$ cat src/hdl/mcp_pkg.sv
// Shared types and constants for the max collinear points block.
// Used by mcp_ctrl, mcp_datapath and max_collinear_points_core.
package mcp_pkg;

   localparam int MAX_POINTS = 1024;
   localparam int ADDR_BITS  = $clog2(MAX_POINTS);
   localparam int CNT_BITS   = $clog2(MAX_POINTS + 1);
   localparam int COORD_BITS = 16;
   localparam int DIFF_BITS  = COORD_BITS + 1;
   localparam int PROD_BITS  = 2 * DIFF_BITS;

   typedef enum logic [3:0] {
      ST_IDLE,
      ST_ANCHOR,
      ST_AWAIT,
      ST_DIR,
      ST_DWAIT,
      ST_DCHECK,
      ST_SCAN,
      ST_DRAIN1,
      ST_DRAIN2,
      ST_COMMIT,
      ST_OUT
   } state_type;

   typedef enum logic [1:0] {
      KIND_NONE,
      KIND_ANCHOR,
      KIND_DIR,
      KIND_SCAN
   } kind_type;

   typedef struct packed {
      logic                  wr_en;
      logic                  rd_en;
      kind_type              kind;
      logic [ADDR_BITS-1:0]  addr;
      logic                  clr_cnt;
      logic                  clr_dup;
      logic                  clr_best;
      logic                  commit_dir;
      logic                  commit_anchor;
      logic                  load_rsp;
   } cmd_type;

   typedef struct packed {
      logic dir_dup;
   } status_type;

endpackage

$ cat src/hdl/mcp_ctrl.sv
// Controller: input handshake, point count, the anchor, direction and scan
// index loops, and the result valid flag. Uses mcp_pkg.
module mcp_ctrl (
   input  logic                          clock,
   input  logic                          reset,
   input  logic                          req_tvalid,
   output logic                          req_tready,
   input  logic                          req_tlast,
   output logic                          rsp_tvalid,
   input  logic                          rsp_tready,
   output logic [mcp_pkg::CNT_BITS-1:0]  rsp_used,
   output logic                          rsp_ovf,
   input  mcp_pkg::status_type           status,
   output mcp_pkg::cmd_type              cmd
);

   mcp_pkg::state_type state_ff, state_in;
   logic [mcp_pkg::CNT_BITS-1:0] count_ff, count_in;
   logic [mcp_pkg::CNT_BITS-1:0] i_ff, i_in, j_ff, j_in, k_ff, k_in;
   logic [mcp_pkg::CNT_BITS-1:0] used_ff, used_in;
   logic drop_ff, drop_in, ovf_ff, ovf_in, rsp_valid_ff, rsp_valid_in;

   always_ff @(posedge clock) begin
      if (reset) begin
         state_ff     <= mcp_pkg::ST_IDLE;
         count_ff     <= '0;
         drop_ff      <= 1'b0;
         rsp_valid_ff <= 1'b0;
      end else begin
         state_ff     <= state_in;
         count_ff     <= count_in;
         drop_ff      <= drop_in;
         rsp_valid_ff <= rsp_valid_in;
      end
      i_ff    <= i_in;
      j_ff    <= j_in;
      k_ff    <= k_in;
      used_ff <= used_in;
      ovf_ff  <= ovf_in;
   end

   always_comb begin
      state_in     = state_ff;
      count_in     = count_ff;
      drop_in      = drop_ff;
      i_in         = i_ff;
      j_in         = j_ff;
      k_in         = k_ff;
      used_in      = used_ff;
      ovf_in       = ovf_ff;
      rsp_valid_in = rsp_valid_ff && !rsp_tready;
      req_tready   = 1'b0;
      cmd          = '0;
      cmd.kind     = mcp_pkg::KIND_NONE;
      unique case (state_ff)
         mcp_pkg::ST_IDLE: begin
            req_tready = 1'b1;
            cmd.addr   = count_ff[mcp_pkg::ADDR_BITS-1:0];
            if (req_tvalid) begin
               if (count_ff < mcp_pkg::CNT_BITS'(mcp_pkg::MAX_POINTS)) begin
                  cmd.wr_en = 1'b1;
                  count_in  = count_ff + mcp_pkg::CNT_BITS'(1);
               end else begin
                  drop_in = 1'b1;
               end
               if (req_tlast) begin
                  cmd.clr_best = 1'b1;
                  i_in         = '0;
                  state_in     = mcp_pkg::ST_ANCHOR;
               end
            end
         end
         mcp_pkg::ST_ANCHOR: begin
            if (i_ff == count_ff) begin
               state_in = mcp_pkg::ST_OUT;
            end else begin
               cmd.rd_en   = 1'b1;
               cmd.kind    = mcp_pkg::KIND_ANCHOR;
               cmd.addr    = i_ff[mcp_pkg::ADDR_BITS-1:0];
               cmd.clr_dup = 1'b1;
               j_in        = i_ff + mcp_pkg::CNT_BITS'(1);
               state_in    = mcp_pkg::ST_AWAIT;
            end
         end
         mcp_pkg::ST_AWAIT: begin
            state_in = mcp_pkg::ST_DIR;
         end
         mcp_pkg::ST_DIR: begin
            if (j_ff == count_ff) begin
               cmd.commit_anchor = 1'b1;
               i_in              = i_ff + mcp_pkg::CNT_BITS'(1);
               state_in          = mcp_pkg::ST_ANCHOR;
            end else begin
               cmd.rd_en = 1'b1;
               cmd.kind  = mcp_pkg::KIND_DIR;
               cmd.addr  = j_ff[mcp_pkg::ADDR_BITS-1:0];
               state_in  = mcp_pkg::ST_DWAIT;
            end
         end
         mcp_pkg::ST_DWAIT: begin
            state_in = mcp_pkg::ST_DCHECK;
         end
         mcp_pkg::ST_DCHECK: begin
            if (status.dir_dup) begin
               j_in     = j_ff + mcp_pkg::CNT_BITS'(1);
               state_in = mcp_pkg::ST_DIR;
            end else begin
               cmd.clr_cnt = 1'b1;
               k_in        = i_ff + mcp_pkg::CNT_BITS'(1);
               state_in    = mcp_pkg::ST_SCAN;
            end
         end
         mcp_pkg::ST_SCAN: begin
            cmd.rd_en = 1'b1;
            cmd.kind  = mcp_pkg::KIND_SCAN;
            cmd.addr  = k_ff[mcp_pkg::ADDR_BITS-1:0];
            k_in      = k_ff + mcp_pkg::CNT_BITS'(1);
            if (k_in == count_ff) begin
               state_in = mcp_pkg::ST_DRAIN1;
            end
         end
         mcp_pkg::ST_DRAIN1: begin
            state_in = mcp_pkg::ST_DRAIN2;
         end
         mcp_pkg::ST_DRAIN2: begin
            state_in = mcp_pkg::ST_COMMIT;
         end
         mcp_pkg::ST_COMMIT: begin
            cmd.commit_dir = 1'b1;
            j_in           = j_ff + mcp_pkg::CNT_BITS'(1);
            state_in       = mcp_pkg::ST_DIR;
         end
         mcp_pkg::ST_OUT: begin
            if (!rsp_valid_ff || rsp_tready) begin
               cmd.load_rsp = 1'b1;
               used_in      = count_ff;
               ovf_in       = drop_ff;
               rsp_valid_in = 1'b1;
               count_in     = '0;
               drop_in      = 1'b0;
               state_in     = mcp_pkg::ST_IDLE;
            end
         end
         default: begin
            state_in = mcp_pkg::ST_IDLE;
         end
      endcase
   end

   assign rsp_tvalid = rsp_valid_ff;
   assign rsp_used   = used_ff;
   assign rsp_ovf    = ovf_ff;

endmodule

$ cat config.mk
export PLATFORM = sky130hd
export DESIGN_NAME = mcp_ctrl
export DESIGN_NICKNAME = d
export VERILOG_FILES = /design/src/hdl/mcp_pkg.sv /design/src/hdl/mcp_ctrl.sv
export SDC_FILE = /design/constraint.sdc
export NUM_CORES = 1
export LEC_CHECK = 0
export ABC_AREA = 0
export BUFFER_PORTS_ARGS = -buffer_cell sky130_fd_sc_hd__buf_2
export CORE_MARGIN = 4
export CORE_UTILIZATION = 54
export CTS_CLUSTER_DIAMETER = 100
export DETAILED_ROUTE_END_ITERATION = 8
export MAX_ROUTING_LAYER = met4
export PLACE_DENSITY_LB_ADDON = 0.08
export SLEW_MARGIN = 20
export SYNTH_ARGS = -nofsm -noshare
export SYNTH_HDL_FRONTEND = slang
export SYNTH_SLANG_ARGS = --single-unit
export TNS_END_PERCENT = 100
$ cat constraint.sdc
create_clock -name clock -period 2.3 [get_ports clock]
set_input_delay 0.46 -clock clock [delete_from_list [all_inputs] [get_ports clock]]
set_output_delay 0.46 -clock clock [all_outputs]
set_load 0.01 [all_outputs]
* Word level (Yosys, flattened, before mapping)
Index checks and enable logic that the tools add are counted.
** Cells by class
- Add/subtract/negate cells :: 4
- Magnitude comparators :: 1
- Equality and inequality tests :: 23
- Muxes and demuxes :: 47
- Reductions and logical operators :: 17
** Operators with widths (number)
- $mux W11 :: 9
- $pmux W11 S2 :: 3
- $add A11 B1 Y11 const B :: 4
- $pmux W10 S4 :: 1
- $pmux W4 S10 :: 1
- $eq A11 B11 Y1 :: 3
- $pmux W11 S3 :: 1
- $mux W13 :: 2
- $mux W1 :: 21
- $mux W4 :: 5
- $ne A2 B2 Y1 const B :: 10
- $eq A4 B3 Y1 const B :: 4
- $reduce_and A4 Y1 :: 4
- $eq A4 B4 Y1 const B :: 3
- $lt A11 B11 Y1 const B :: 1
- $pmux W3 S3 :: 1
- $eq A4 B2 Y1 const B :: 2
- $mux W3 :: 2
- $reduce_bool A2 Y1 :: 3
- $eq A4 B1 Y1 const B :: 1
- $logic_not A4 Y1 :: 1
- $reduce_and A2 Y1 :: 2
- $reduce_and A3 Y1 :: 1
- $reduce_bool A3 Y1 :: 1
- other kinds (5) :: 6
** Word-level totals
- Flip-flop bits (word level) :: 62
- Input bits :: 6
- Output and inout port bits :: 34
- Word-level logic and storage cells :: 101

* Depth between registers and ports, before layout
- Depth in word-level cells :: 4
- Mapped depth :: 8
- Depth with buffers taken out :: 7

* Worst setup path before layout
Ideal clock, no wire load.
- Kind :: register to output
- Start point :: register i_ff[5] in the netlist's numbering
- End point :: output cmd[10] in the netlist's numbering
- Data arrival time :: 1870 ps
- Data required time :: 1840 ps
- Setup slack :: -30 ps
- Cell stages (with the launch flop) :: 8
- Path buffers :: 2
- Path through :: edfxtp_1 > clkbuf_1 > xnor2_1 > nand4_1 > nor3_1 > or4b_2 > clkbuf_1 > o21ai_0
** RTL lines
- start, declared :: line mcp_ctrl.sv:19 : logic [mcp_pkg::CNT_BITS-1:0] i_ff, i_in, j_ff, j_in, k_ff, k_in;
- start signal, assigned :: line mcp_ctrl.sv:35 : i_ff <= i_in;
- end, declared :: line mcp_ctrl.sv:14 : output mcp_pkg::cmd_type cmd

==> results.md <==
* Initial antenna violation count at 0
* Pwr dens at 573.1 nW/um^2
* Prevailing post-synth register cell: edfxtp_1
* Max VDD drop at 0.4009 mV
* Clk sinks at 62
* Fin. Hold Viols at 0
* Ys async rst share at 0%
* Final GP Congestion at 0.9328
* Wirelength per Cell at 19.02 um
* Grt ovf at 0
* Final setup margin at -0.3723 ns
* Worst-Margin Slew at 0.6438 ns
* Drt total wl at 11330 um
* Total GRT Usage at 28.09%
* Post-Syn Area at 3831 um^2
* CTS tree: done
* CTS clk-pin slew, worst paths at 0.08 ns
* Failing checks: negative setup slack
* Cells along the critical path: xor2_1, nor4_1, nand3_1, nor2b_4, a222oi_1, o21ai_1, buf_2
* R2R Setup Slk at 0.09 ns
* IO Port Bufs at 39
* EDFF count, synth at 45
* CP Max Fanout at 12
* Buf/Inv on CP at 1
* Hold wc startpoint: reset
* Die Height at 92.23 um
* Largest net degree at the start of global routing at 14
* Worst Path Arrival at 2.21 ns
* CP Capture Point: cmd[6]
* FP Rows at 30
* Unique masters post-synth at 50
* RSZ-0062 raised after global routing: yes
* Hold crit path type: primary input to register
* Initial Util at 56.08%
* Outcome: finished, violations left
* Yosys warning count at 0
* CP max stage delay at 0.43 ns
* Setup crit end kind: output port
* Core Box Area at 6832 um^2
* Critical path class: register to output port
* H-tree levels at 3
* Max-cap check violation count at 0
* Critical Path Start Type: register
* TritonRoute pass-1 iters at 7
* Peak Freq at 374.2 MHz
* Post-DP Area at 4587 um^2
* # IOs at 40
* Share of layout cells above drive strength 1 at 32.00%
* Period minus WS final at 2.672 ns
* Ant. Diodes at 0
* Req. time, crit path at 1.84 ns
* Avg Cell Area, Syn at 9.650 um^2
* CP delay by family, top: simple AND/OR/NAND/NOR gates
* Pleak at 1.964 nW
* Sequential area share after synthesis at 44.15%
* Worst hold slack at 0.3373 ns
* First-pass GRT wire length at 17620 um
* Root Buffer: clkbuf_8
* HPWL after detailed placement at 8531 um
* Finished Cell Area at 4938 um^2
* Slew headroom at 57.08%
* Total number of vias at 3457
* Clock Skews at 0.008366 ns
* WP depth at 7
* Die X at 92.23 um
* Remaining DRCs at 0
* Fin crit share at 116.2%
* Die area at 8506 um^2
* Critical Path Source: j_ff[1]$_DFFE_PP_
* R2r startpoint: k_ff[0]$_DFFE_PP_
* Max stage delay cell, worst path: edfxtp_1
* Clock Latency Late Sink at 0.36 ns
* Vias in the first global route at 3273
* Post-Syn Nets at 407
* Cell count after synthesis at 397
* Yosys reg bits at 62
* Vias per inst at 5.800
* TritonCTS Buffers at 9
* Crit Reg-Reg Endpoint: state_ff[0]$_SDFFE_PP0P_
* # setup viols final at 15
* Final Max Slew Viols at 0
* R2R depth at 8
* Net count, final at 505
* Antenna-violating nets left at 0
* Area Growth Syn to Fin at 28.90%
* Hold Buf Count CTS at 0
* 1st-iter DRT viols at 294
* Longest Clk Path Bufs at 2
[sequential cells by signal, summed over array words and instances (netlist names)]
name	flops
rsp_ovf	1
state_ff	4
rsp_tvalid	1
j_ff	11
drop_ff	1
k_ff	11
rsp_used	11
i_ff	11
count_ff	11
[per-stage QoR]
step / instances / worst slack [ns] / power (mW) / util (%) / TNS, ns
6_report: 596 / -0.3723 / 2.830 / 72.29 / -4.228
5_1_grt: 596 / -0.4633 / 2.931 / 72.29 / -5.601
4_1_cts: 594 / -0.3523 / 2.809 / 70.82 / -4.024
3_5_place_dp: 578 / -0.1647 / 1.796 / 67.14 / -1.983
3_3_place_gp: 578 / -0.1412 / 1.792 / 67.14 / -1.611
2_1_floorplan: 397 / -0.02832 / 1.582 / - / -0.2187
[final cells by class]
type	instances	area, um^2
fillers	542	1893
multi-input cells	286	2034
flip-flops and latches	62	1695
clock buffers	9	123.9
clock inverters	7	81.33
inverters	20	77.57
well taps	96	120.1
repair buffers	116	805.8
[cell usage after synthesis (2+ instances only)]
master | n | area, um^2
nand3_1 | 14 | 70.07
o31ai_1 | 2 | 15.01
xnor2_1 | 30 | 262.8
ha_1 | 4 | 50.05
a21oi_1 | 19 | 95.09
or3_1 | 4 | 25.02
mux2i_1 | 14 | 140.1
and4_1 | 2 | 17.52
nor2_1 | 40 | 150.1
or2_2 | 5 | 31.28
or4_1 | 2 | 15.01
o31a_1 | 2 | 17.52
nand2_1 | 21 | 78.83
o22ai_1 | 3 | 18.77
inv_1 | 20 | 75.07
clkbuf_1 | 18 | 67.56
buf_2 | 11 | 55.05
nor4_1 | 3 | 18.77
dfxtp_1 | 17 | 340.3
o21ai_0 | 18 | 90.09
nor2b_1 | 5 | 31.28
a222oi_1 | 9 | 90.09
xor2_1 | 27 | 236.5
a2111oi_0 | 3 | 26.28
nand2b_1 | 6 | 37.54
and3_1 | 5 | 31.28
a211oi_1 | 2 | 15.01
nor3_1 | 9 | 45.04
nand3b_1 | 3 | 22.52
nor3b_1 | 5 | 37.54
a31oi_1 | 4 | 25.02
nand4_1 | 8 | 50.05
edfxtp_1 | 45 | 1351
[per-layer routing]
metal | vias to the layer above | GRT usage (%) | part of all wire, %
met4 | 0 | 13.61 | 3.9
met3 | 37 | 4.102 | 6.8
met1 | 1625 | 37.34 | 44
met5 | - | - | 0
li1 | 1633 | - | -
met2 | 162 | 42.27 | 45
[logic make-up (layout without fill, tap and decap cells)]
group	Yosys count	after routing	share of synthesized area, %
xor+xnor	58	58	13.62
buf+inv	49	152	5.160
compound gates	71	71	12.77
simple gates	139	139	19.33
flops	62	62	44.15
fa+ha+maj	4	4	1.306
mux	14	14	3.658
[layout by cell type, fill, tap and decap left out, drive strengths merged, types with 4 or more instances in the layout]
cell type,synthesis,layout
nand2,21,21
or3,4,4
clkbuf,18,9
dfxtp,17,17
o21ai,18,18
mux2i,14,14
buf,11,116
a222oi,9,9
and3,5,5
nor2,40,40
edfxtp,45,45
inv,20,22
ha,4,4
xor2,27,27
nand3,14,14
or2,5,5
nor3b,5,5
a21oi,19,19
nor3,9,9
xnor2,30,30
a31oi,4,4
nand4,9,9
nor2b,5,5
nor4,4,4
nand2b,6,6
[power by group]
| group | internal (mW) | switching [mW] | leakage (nW) |
|---|---|---|---|
| Clock | 0.512 | 0.497 | 0.100 |
| Sequential | 1.25 | 0.0436 | 0.575 |
| Combinational | 0.240 | 0.289 | 1.29 |
[timing repair]
action | 4_1_cts | 5_1_grt
endpoints found under the hold margin | 0 | 0
pin swaps | 2 | 2
setup endpoints to repair | 28 | 24
setup buffers | 0 | 2
resized for setup | 26 | 19
[worst min path at each step]
stage	end	slack (ns)	depth (start not counted)
detailed placement	rsp_ovf$_DFFE_PP_	0.41	0
global placement	rsp_ovf$_DFFE_PP_	0.41	0
global route	rsp_tvalid$_SDFF_PP0_	0.35	2
finish	state_ff[1]$_SDFFE_PP0P_	0.34	2
floorplan	rsp_ovf$_DFFE_PP_	0.40	0
CTS	state_ff[3]$_SDFFE_PP0P_	0.33	2
Power figures use the tool's default switching activity.
